[config.mk]
export PLATFORM = sky130hd
export DESIGN_NAME = gfsf_ctrl
export DESIGN_NICKNAME = d
export VERILOG_FILES = /design/src/rtl/core/grid_feature_spacing_filter_top_defines.svh /design/src/rtl/core/gfsf_pkg.sv /design/src/rtl/core/gfsf_ctrl.sv
export SDC_FILE = /design/constraint.sdc
export NUM_CORES = 1
export LEC_CHECK = 0
export BUFFER_PORTS_ARGS = -buffer_cell sky130_fd_sc_hd__buf_4
export CAP_MARGIN = 10
export CORE_AREA = 2 2 39 41
export CTS_CLUSTER_SIZE = 28
export DETAILED_ROUTE_END_ITERATION = 7
export DIE_AREA = 0 0 41 43
export PLACE_DENSITY_LB_ADDON = 0.3
export SYNTH_ARGS = -nofsm -noshare
export SYNTH_HDL_FRONTEND = slang
export SYNTH_SLANG_ARGS = --single-unit
[constraint.sdc]
create_clock -name clk_i -period 3.17 [get_ports clk_i]
set_input_delay 0.634 -clock clk_i [delete_from_list [all_inputs] [get_ports clk_i]]
set_output_delay 0.634 -clock clk_i [all_outputs]
set_load 0.02 [all_outputs]
[src/rtl/core/grid_feature_spacing_filter_top_defines.svh]
// Assertion macros used by the RTL top level.
`ifndef GRID_FEATURE_SPACING_FILTER_TOP_DEFINES_SVH
`define GRID_FEATURE_SPACING_FILTER_TOP_DEFINES_SVH

// Assert that an antecedent implies a consequent in the same cycle.
`define GFSF_ASSERT_IMP(label, clk, rst_n, ante, cons, msg) \
  label: assert property (@(posedge clk) disable iff (!rst_n) (ante) |-> (cons)) \
    else $error(msg);

// Assert that a condition never holds.
`define GFSF_ASSERT_NEVER(label, clk, rst_n, cond, msg) \
  label: assert property (@(posedge clk) disable iff (!rst_n) !(cond)) \
    else $error(msg);

`endif

[src/rtl/core/gfsf_pkg.sv]
package gfsf_pkg;

  localparam int unsigned MaxCells  = 64;
  localparam int unsigned CellDepth = 16;
  localparam int unsigned CellW     = $clog2(MaxCells);
  localparam int unsigned SlotW     = $clog2(CellDepth);
  localparam int unsigned CntW      = $clog2(CellDepth + 1);
  localparam int unsigned PtAddrW   = CellW + SlotW;

  localparam logic [1:0] ActClear  = 2'd0;
  localparam logic [1:0] ActRef    = 2'd1;
  localparam logic [1:0] ActCand   = 2'd2;
  localparam logic [1:0] ActUnused = 2'd3;

  localparam logic [2:0] StOk       = 3'd0;
  localparam logic [2:0] StAccepted = 3'd1;
  localparam logic [2:0] StOutside  = 3'd2;
  localparam logic [2:0] StEdge     = 3'd3;
  localparam logic [2:0] StFull     = 3'd4;
  localparam logic [2:0] StClose    = 3'd5;
  localparam logic [2:0] StOverflow = 3'd6;

  localparam logic [2:0] RegImageCols = 3'd0;
  localparam logic [2:0] RegImageRows = 3'd1;
  localparam logic [2:0] RegBlockW    = 3'd2;
  localparam logic [2:0] RegBlockH    = 3'd3;
  localparam logic [2:0] RegGridCols  = 3'd4;
  localparam logic [2:0] RegGridRows  = 3'd5;
  localparam logic [2:0] RegMinDist   = 3'd6;
  localparam logic [2:0] RegMaxFeats  = 3'd7;

  typedef struct packed {
    logic [11:0] image_cols;
    logic [11:0] image_rows;
    logic [11:0] block_w;
    logic [11:0] block_h;
    logic [6:0]  grid_cols;
    logic [6:0]  grid_rows;
    logic [7:0]  min_dist;
    logic [9:0]  max_feats;
  } cfg_t;

  typedef struct packed {
    logic load;
    logic geo;
    logic div_step;
    logic locate;
    logic fetch;
    logic check;
    logic scan_issue;
    logic scan_cmp;
    logic store;
    logic clear;
    logic finish;
  } cmd_t;

  typedef struct packed {
    logic       outside;
    logic       no_div;
    logic       div_done;
    logic       reject;
    logic       scan_more;
    logic       close;
    logic [1:0] action;
  } sts_t;

endpackage

[src/rtl/core/gfsf_ctrl.sv]
module gfsf_ctrl (
  input  logic            clk_i,
  input  logic            rst_ni,
  input  logic            in_valid_i,
  output logic            in_ready_o,
  output logic            out_valid_o,
  input  logic            out_ready_i,
  input  gfsf_pkg::sts_t  sts_i,
  output gfsf_pkg::cmd_t  cmd_o
);
  import gfsf_pkg::*;

  localparam logic [3:0] SIdle  = 4'd0;
  localparam logic [3:0] SGeo   = 4'd1;
  localparam logic [3:0] SDiv   = 4'd2;
  localparam logic [3:0] SLoc   = 4'd3;
  localparam logic [3:0] SFetch = 4'd4;
  localparam logic [3:0] SCheck = 4'd5;
  localparam logic [3:0] SIssue = 4'd6;
  localparam logic [3:0] SCmp   = 4'd7;
  localparam logic [3:0] SStore = 4'd8;
  localparam logic [3:0] SOut   = 4'd9;

  logic [3:0] state_q, state_d;

  assign in_ready_o  = (state_q == SIdle);
  assign out_valid_o = (state_q == SOut);

  always_comb begin
    state_d = state_q;
    cmd_o   = '0;
    unique case (state_q)
      SIdle: begin
        if (in_valid_i) begin
          cmd_o.load = 1'b1;
          state_d    = SGeo;
        end
      end
      SGeo: begin
        cmd_o.geo = 1'b1;
        if (sts_i.action == ActClear) begin
          cmd_o.clear = 1'b1;
          state_d     = SOut;
        end else if (sts_i.action != ActRef && sts_i.action != ActCand) begin
          cmd_o.finish = 1'b1;
          state_d      = SOut;
        end else begin
          state_d = SDiv;
        end
      end
      SDiv: begin
        if (sts_i.no_div) begin
          cmd_o.finish = 1'b1;
          state_d      = SOut;
        end else begin
          cmd_o.div_step = 1'b1;
          if (sts_i.div_done) begin
            state_d = SLoc;
          end
        end
      end
      SLoc: begin
        cmd_o.locate = 1'b1;
        state_d      = SFetch;
      end
      SFetch: begin
        if (sts_i.outside) begin
          cmd_o.finish = 1'b1;
          state_d      = SOut;
        end else begin
          cmd_o.fetch = 1'b1;
          state_d     = SCheck;
        end
      end
      SCheck: begin
        cmd_o.check = 1'b1;
        if (sts_i.reject) begin
          state_d = SOut;
        end else if (sts_i.action == ActCand) begin
          state_d = SIssue;
        end else begin
          state_d = SStore;
        end
      end
      SIssue: begin
        if (sts_i.scan_more) begin
          cmd_o.scan_issue = 1'b1;
          state_d          = SCmp;
        end else begin
          state_d = SStore;
        end
      end
      SCmp: begin
        cmd_o.scan_cmp = 1'b1;
        if (sts_i.close) begin
          state_d = SOut;
        end else begin
          state_d = SIssue;
        end
      end
      SStore: begin
        cmd_o.store = 1'b1;
        state_d     = SOut;
      end
      SOut: begin
        if (out_ready_i) begin
          state_d = SIdle;
        end
      end
      default: state_d = SIdle;
    endcase
  end

  always_ff @(posedge clk_i or negedge rst_ni) begin
    if (!rst_ni) begin
      state_q <= SIdle;
    end else begin
      state_q <= state_d;
    end
  end

endmodule

---- Word level (Yosys, flattened, before mapping) ----
Cells that the tools add are included.
storage, ports and cells
  bits in registers ....................... 4
  input port bits ......................... 12
  output and inout bits ................... 13
operators by class
  eq/ne operators ......................... 15
  multiplexer cells ....................... 32
  reductions and logical operators ........ 4
operators by type and width
  cell                count
  $mux 4              11
  $pmux 4 s10         1
  $mux 1              19
  $eq 4x3->1 const B  4
  $eq 4x2->1 const B  2
  $eq 4x4->1 const B  2
  $eq 4x1->1 const B  1
  $logic_not 4->1     1
  $ne 2x1->1 const B  2
  $ne 2x2->1 const B  2
  $ne 3x3->1 const B  1
  $pmux 1 s3          1
  $reduce_and 3->1    1
  $eq 2x2->1 const B  1
  $logic_not 2->1     1
  $logic_and 1x1->1   1

---- Depth between registers and ports, before layout ----
Gate-level depths: netlist of the first run.
  depth after elaboration ................. 5
  mapped depth ............................ 6

---- Worst setup path before layout of the first run ----
Ideal clock, no wire load.
  kind .................................... flip-flop to output port
  from .................................... reg state_q[3]
  to ...................................... out cmd_o[10] in the netlist's numbering
  arrival ................................. 1.623 ns
  required time ........................... 2.536 ns
  slack ................................... 0.913 ns
  stages on the path, launching flop included .. 5
  cells stage by stage .................... dfrtp_1 -> buf_6 -> or2_2 -> nor3_1 -> and2_1
RTL lines
  item                    line              text
  start, declared         gfsf_ctrl.sv:24   logic [3:0] state_q, state_d;
  start signal, assigned  gfsf_ctrl.sv:116  state_q <= SIdle;
  start signal, assigned  gfsf_ctrl.sv:118  state_q <= state_d;
  end, declared           gfsf_ctrl.sv:9    output gfsf_pkg::cmd_t cmd_o

==> results of run 1 <==
[through the flow]
| stage | setup slack (ns) | std cells | power (mW) | util [%] |
|---|---|---|---|---|
| finish | 0.952 | 102 | 0.579 | 48.7 |
| global route | 0.843 | 102 | 0.630 | 48.7 |
| CTS | 0.932 | 102 | 0.583 | 48.7 |
| detailed placement | 1.13 | 99 | 0.517 | 47.1 |
| global placement | 1.16 | 99 | 0.515 | 47.1 |
| floorplan | 0.913 | 63 | 0.424 | - |
[logic make-up after synthesis]
family,Yosys count
buf+inv,9
flops,4
simple gates,32
compound gates,14
fa+ha+maj,3
mux,1
[synth_stat cells (all sizes together)]
cell type | instances | area share (%)
dfrtp | 4 | 20
and2 | 2 | 2.6
nor2b | 3 | 3.8
mux2i | 1 | 2.0
nor3 | 8 | 8.2
a221o | 1 | 2.0
nand2b | 2 | 2.6
or2 | 1 | 1.3
o22a | 2 | 3.6
and4b | 1 | 2.8
a2bb2oi | 1 | 1.8
nor2 | 6 | 4.6
or4 | 1 | 1.5
o21ai | 3 | 3.1
a21oi | 1 | 1.0
nand3b | 2 | 3.1
a211oi | 2 | 3.1
ha | 3 | 7.7
inv | 5 | 3.8
o31ai | 2 | 3.1
buf | 4 | 7.9
or2b | 2 | 3.1
nand2 | 2 | 1.5
a21o | 1 | 1.5
a21boi | 1 | 1.5
or3 | 2 | 2.6
[cells in the final DEF (no fill, tap or decap), drive strengths merged, types with 3 or more instances in the layout]
master / Yosys / final
dfrtp: 4 / 4
nor2: 6 / 6
o21ai: 3 / 3
nor2b: 3 / 3
buf: 4 / 24
inv: 5 / 5
nor3: 8 / 8
clkbuf: 0 / 3
ha: 3 / 3
[layer usage]
| layer | vias up | global-route usage, % |
|---|---|---|
| met4 | 0 | 5.33 |
| met1 | 241 | 18.4 |
| met2 | 22 | 21.6 |
| li1 | 273 | - |
| met5 | - | 0 |
| met3 | 0 | 5.24 |
[layout make-up]
| cell class | count | share of cell area, % |
|---|---|---|
| clock buffers | 3 | 3.34 |
| flip-flops and latches | 4 | 14.8 |
| repair buffers | 24 | 26.7 |
| well taps | 16 | 2.97 |
| multi-input cells | 50 | 49.4 |
| inverters | 5 | 2.78 |
[power breakdown]
group	switching [mW]	internal [mW]	total (mW)	leakage, nW
sequential	0.0664	0.0752	0.142	0.0514
clock	0.0206	0.0423	0.0629	0.0138
combinational	0.193	0.181	0.375	0.276
total	0.280	0.299	0.579	0.342
[final timing paths]
kind	startpoint	end	slack, ns
min in group clk_i	state_q[3]$_DFFE_PN0P_	state_q[2]$_DFFE_PN0P_	0.69
max	state_q[2]$_DFFE_PN0P_	cmd_o[10]	0.95
min	rst_ni	state_q[3]$_DFFE_PN0P_	0.19
max reg2reg	state_q[1]$_DFFE_PN0P_	state_q[3]$_DFFE_PN0P_	1.57
max in group asynchronous	rst_ni	state_q[1]$_DFFE_PN0P_	2.88
min reg2reg	state_q[3]$_DFFE_PN0P_	state_q[2]$_DFFE_PN0P_	0.69
[worst max-delay path: stages, from the launching register on]
cell	delay, ns
dfrtp_1	0.48
or2_2	0.39
nor3_1	0.20
and2_1	0.15
buf_4	0.13
==> results.sh, run 1 <==
export IMPL_firstDrtPassIters=4
export IMPL_wire_per_inst_um=12.0
export IMPL_drive_gt1_share_pct=33.7
export IMPL_rsz0062_at_grt="false"
export IMPL_std_cell_rows=14
export IMPL_avgSynthCellArea_um2=7.79
export IMPL_vdd_drop_max_mv=0.432
export IMPL_critPathLaunchType="flop"
export IMPL_max_freq_ghz=0.451
export IMPL_yosys_area_share_simple_pct=37.5
export IMPL_skew_ns=0.00121
export IMPL_fin_nets=103
export IMPL_synth_mux_area_share_pct=2.04
export IMPL_powerDensity_nw_per_um2=859
export IMPL_drt_met1_wl_um=569
export IMPL_clockBufferDepth=2
export IMPL_drt_iter0_markers=3
export IMPL_vias=536
export IMPL_antenna_found_initial=0
export IMPL_gp_congestion=0.833
export IMPL_grt_pass1_vias=438
export IMPL_largest_reg_flops=4
export IMPL_ff2ff_path_depth=4
export IMPL_wl_met3_um=103
export IMPL_postRouteAntennaNets=0
export IMPL_tritoncts="built"
export IMPL_insertion_delay_ns=0.23
export IMPL_fillCellCount=152
export IMPL_hold_class="in2async"
export IMPL_fp_dieArea_um2=1760
export IMPL_syn_inst=63
export IMPL_synth_fa_ha_area_share_pct=7.65
export IMPL_fin_setup_tns_ns=0
export IMPL_dpl_cell_area_um2=652
export IMPL_synth_xor_area_share_pct=0
export IMPL_grt_usage_pct=14.5
export IMPL_cts_resized=0
export IMPL_port_buffers=24
export IMPL_fin_crit_ns=2.22
export IMPL_fp_coreArea_um2=1380
export IMPL_routed_top_layer="met3"
export IMPL_cp_required_ns=2.54
export IMPL_die_x_um=41
export IMPL_synth_seq_cells=4
export IMPL_path_class="reg2out"
export IMPL_clkTransAtPathRegs_ns=0.04
export IMPL_wl_met2_um=556
export IMPL_whs_ns=0.187
export IMPL_cp_max_fo=12
export IMPL_reg_top3="state_q (4)"
export IMPL_synth_compound_area_share_pct=20.7
export IMPL_htree_levels=1
export IMPL_post_route_cell_area_um2=674
export IMPL_cts_setup_buffers=0
export IMPL_yosysSeqAreaShare_pct=20.4
export IMPL_multiInputGateArea_um2=333
export IMPL_via_per_inst=5.25
export IMPL_grt_pass1_wl_um=1750
export IMPL_ctsHoldBuffers=0
export IMPL_cp_data_arrival_time_ns=1.58
export IMPL_max_slew_margin_rel_pct=75.1
export IMPL_die_y_um=43
export IMPL_initial_utilization_pct=35.4
export IMPL_area_delta_synth_final_pct=37.5
export IMPL_maxSlewViolCount=0
export IMPL_cts_root_buf="clkbuf_4"
export IMPL_outcome="completed"
export IMPL_wirelength_um=1230
export IMPL_cts_sinks=4
export IMPL_cp_end_kind="output pin"
export IMPL_grt_max_degree=13
export IMPL_cap_violations=0
export IMPL_finalCritPeriodShare_pct=70.0
export IMPL_post_route_drc_count=0
export IMPL_synth_nets=78
export IMPL_power_static_leakage_nw=0.342
export IMPL_cts_buffers=3
export IMPL_synth_top_family_by_area="simple AND/OR/NAND/NOR gates"
export IMPL_largest_register="state_q"
export IMPL_yosys_cell_types_count=27
export IMPL_n_antenna_cell=0
export IMPL_seqCellArea_um2=100
export IMPL_syn_area_um2=490
export IMPL_gr_total_overflow=0
export IMPL_worst_pin_slew_ns=0.371
export IMPL_hpwlAfterDp_um=970
export IMPL_setup_viol=0
export IMPL_finalHoldViolations=0
export IMPL_ios=25
export IMPL_yosysWarningCount=0
Note: power is estimated with default switching activity, not from simulation.
==> inputs of run 2 (changes only) <==
--- a/config.mk
+++ b/config.mk
@@ -5,6 +5,7 @@
 export SDC_FILE = /design/constraint.sdc
 export NUM_CORES = 1
 export LEC_CHECK = 0
+export ABC_AREA = 1
 export BUFFER_PORTS_ARGS = -buffer_cell sky130_fd_sc_hd__buf_4
 export CAP_MARGIN = 10
 export CORE_AREA = 2 2 39 41
==> constraint.sdc (replaced) <==
create_clock -name clk_i -period 2.29 [get_ports clk_i]
set_input_delay 0.458 -clock clk_i [delete_from_list [all_inputs] [get_ports clk_i]]
set_output_delay 0.458 -clock clk_i [all_outputs]
set_load 0.02 [all_outputs]
==> run 2 against run 1 <==
Setup slack lost 0.45 ns. Total power is 43% higher. Utilization rose by 1.8 points. Sequential share of layout area fell by 0.53 points. Highest routed layer unchanged. Cell area up 3.7%. Via count grew 9.1%. Area after synthesis down 2.8%. Final cell count increased by 21%. Combinational power is 55% higher. Global-route usage up 1.4 points. Routed wire length decreased by 2.8%. Non-clock buffer count unchanged.
==> results.sh, run 2 <==
export IMPL_internal_power_mw=0.379
export IMPL_gr_total_overflow=0
export IMPL_tritoncts="built"
export IMPL_fp_dieArea_um2=1760
export IMPL_power_switching_mw=0.452
export IMPL_die_y_um=43
export IMPL_die_x_um=41
export IMPL_rsz0062_at_grt="false"
export IMPL_ys_flop_type="dfrtp_1"
export IMPL_wire_per_inst_um=9.71
export IMPL_area_delta_synth_final_pct=46.7
export IMPL_insertion_delay_ns=0.23
export IMPL_yosysSeqAreaShare_pct=21.0
export IMPL_synth_edff_count=0
export IMPL_cp_max_fo=6
export IMPL_ios=25
export IMPL_fp_coreArea_um2=1380
export IMPL_cts_buffers=3
export IMPL_fillCellCount=145
export IMPL_ys_async_sr_fraction_pct=100
export IMPL_skew_ns=0.00238
export IMPL_port_buffers=24
export IMPL_synth_seq_cells=4
export IMPL_fin_setup_tns_ns=0
export IMPL_clockBufferDepth=2
export IMPL_synth_common_cells="nand2_1 (16), inv_1 (11), nor2_1 (11)"
export IMPL_postLayoutCoreUtil_pct=50.5
export IMPL_hold_class="in2async"
export IMPL_pwr_share_comb_pct=69.8
export IMPL_vdd_drop_max_mv=0.539
export IMPL_grt_pass1_vias=505
export IMPL_outcome="completed"
export IMPL_layout_common_cells="buf_4 (24), nand2_1 (16), inv_1 (11), nor2_1 (11), nand3_1 (8)"
export IMPL_cp_startpoint="state_q[0]$_DFFE_PN0P_"
export IMPL_final_common_cell="buf_4"
export IMPL_clkPwrFrac_pct=10.1
export IMPL_synthTopCellsByArea="dfrtp_1 (21%), nand2_1 (13%), inv_1 (8.7%)"
export IMPL_grt_usage_pct=15.9
export IMPL_avgSynthCellArea_um2=5.96
export IMPL_critPathCapture="cmd_o[0]"
export IMPL_fin_crit_ns=1.79
export IMPL_cap_violations=0
export IMPL_grt_max_degree=7
export IMPL_yosysWarningCount=0
export IMPL_seq_power_share_pct=20.1
export IMPL_cp_end_kind="output pin"
export IMPL_syn_inst=80
export IMPL_max_freq_ghz=0.558
export IMPL_drt_iter0_markers=19
export IMPL_swShare_pct=54.4
export IMPL_finalCritPeriodShare_pct=78.2
export IMPL_worst_pin_slew_ns=0.268
export IMPL_finalHoldViolations=0
export IMPL_cts_root_buf="clkbuf_4"
export IMPL_wirelength_um=1190
export IMPL_ff2ff_path_depth=8
export IMPL_clkTransAtPathRegs_ns=0.04
export IMPL_timing_rr_start="state_q[2]$_DFFE_PN0P_"
export IMPL_regToRegEndpoint="state_q[0]$_DFFE_PN0P_"
export IMPL_postRouteAntennaNets=0
export IMPL_largest_register="state_q"
export IMPL_cts_sinks=4
export IMPL_syn_area_um2=477
export IMPL_firstDrtPassIters=4
export IMPL_power_static_leakage_nw=0.413
export IMPL_grt_pass1_wl_um=1980
export IMPL_synth_top_area_share_pct=21.0
export IMPL_drive_gt1_share_pct=39.3
export IMPL_std_cell_rows=14
export IMPL_post_route_drc_count=0
export IMPL_path_class="reg2out"
export IMPL_reg_top3="state_q (4)"
export IMPL_cp_required_ns=1.83
export IMPL_yosysMostFrequentCell="nand2_1"
export IMPL_hpwlAfterDp_um=1020
export IMPL_cp_data_arrival_time_ns=1.33
export IMPL_setup_viol=0
export IMPL_synth_nets=95
export IMPL_initial_utilization_pct=34.4
export IMPL_ctsHoldBuffers=0
export IMPL_post_synth_top_area_cell="dfrtp_1"
export IMPL_cts_resized=0
export IMPL_n_antenna_cell=0
export IMPL_rrSetupSlack_ns=1.03
export IMPL_antenna_found_initial=0
export IMPL_yosys_cell_types_count=17
export IMPL_maxSlewViolCount=0
export IMPL_fin_nets=124
export IMPL_cts_setup_buffers=0
export IMPL_via_per_inst=4.76
export IMPL_critPathLaunchType="flop"
export IMPL_largest_reg_flops=4
export IMPL_gp_congestion=0.880
export IMPL_vias=585
export IMPL_max_slew_margin_rel_pct=82.0
export IMPL_htree_levels=1
export IMPL_powerDensity_nw_per_um2=1190
run 2: logic make-up (layout without fill, tap and decap cells):
kind of cell / count (synthesis) / in the layout / share of synthesized area [%]
simple gates: 52 / 52 / 53.8
buf+inv: 18 / 45 / 14.2
flops: 4 / 4 / 21.0
fa+ha+maj: 3 / 3 / 7.87
compound gates: 3 / 3 / 3.15
run 2: how the worst min path moves through the flow:
stage / from / to / slack (ns) / cells past startpoint
final: rst_ni / state_q[2]$_DFFE_PN0P_ / 0.01 / 1
after global routing: rst_ni / state_q[2]$_DFFE_PN0P_ / 0.003 / 1
after CTS: rst_ni / state_q[2]$_DFFE_PN0P_ / 0.01 / 1
after detailed placement: rst_ni / state_q[2]$_DFFE_PN0P_ / 0.25 / 1
after global placement: rst_ni / state_q[2]$_DFFE_PN0P_ / 0.25 / 1
after floorplan: rst_ni / state_q[0]$_DFFE_PN0P_ / 0.16 / 0
run 2: power by group through the flow:
stage          registers [mW]  clock network, mW  logic [mW]
6_report                0.167             0.0838       0.580
5_1_grt                 0.174             0.0916       0.643
4_1_cts                 0.167             0.0869       0.580
3_5_place_dp            0.167                  0       0.578
3_3_place_gp            0.166                  0       0.580
2_1_floorplan           0.158                  0       0.401
run 2: metrics by stage:
step,area (µm²),worst slack (ns),std cells,hold slack (ns),power [mW]
2_1_floorplan,477,0.650,80,0.162,0.559
3_3_place_gp,677,0.769,120,0.253,0.746
3_5_place_dp,677,0.756,120,0.254,0.745
4_1_cts,699,0.505,123,0.00990,0.834
5_1_grt,699,0.384,123,0.00284,0.909
6_report,699,0.499,123,0.0140,0.831
run 2: layout make-up:
class	instances	area, µm²	share of cell area [%]
Tap cell	16	20.0	2.86
Multi-Input combinational cell	58	309	44.2
Inverter	18	67.6	9.66
Clock buffer	3	22.5	3.22
Sequential cell	4	100	14.3
Timing Repair Buffer	24	180	25.8
run 2: worst max-delay path, stage by stage (launching register included):
cell     delay (ns)
dfrtp_1        0.45
inv_2          0.08
nor2_4         0.14
nand2_2        0.10
inv_2          0.08
nand2_1        0.05
nand3_1        0.07
buf_4          0.14
run 2: metal layers:
| metal | global-route usage, % | wire length (µm) | vias to the layer above | part of all wire [%] |
|---|---|---|---|---|
| met5 | 0 | 0 | - | 0 |
| met4 | 2.00 | 0 | 0 | 0 |
| met3 | 3.66 | 83 | 0 | 7.0 |
| met2 | 25.0 | 584 | 22 | 49 |
| met1 | 22.1 | 525 | 262 | 44 |
| li1 | - | - | 301 | - |
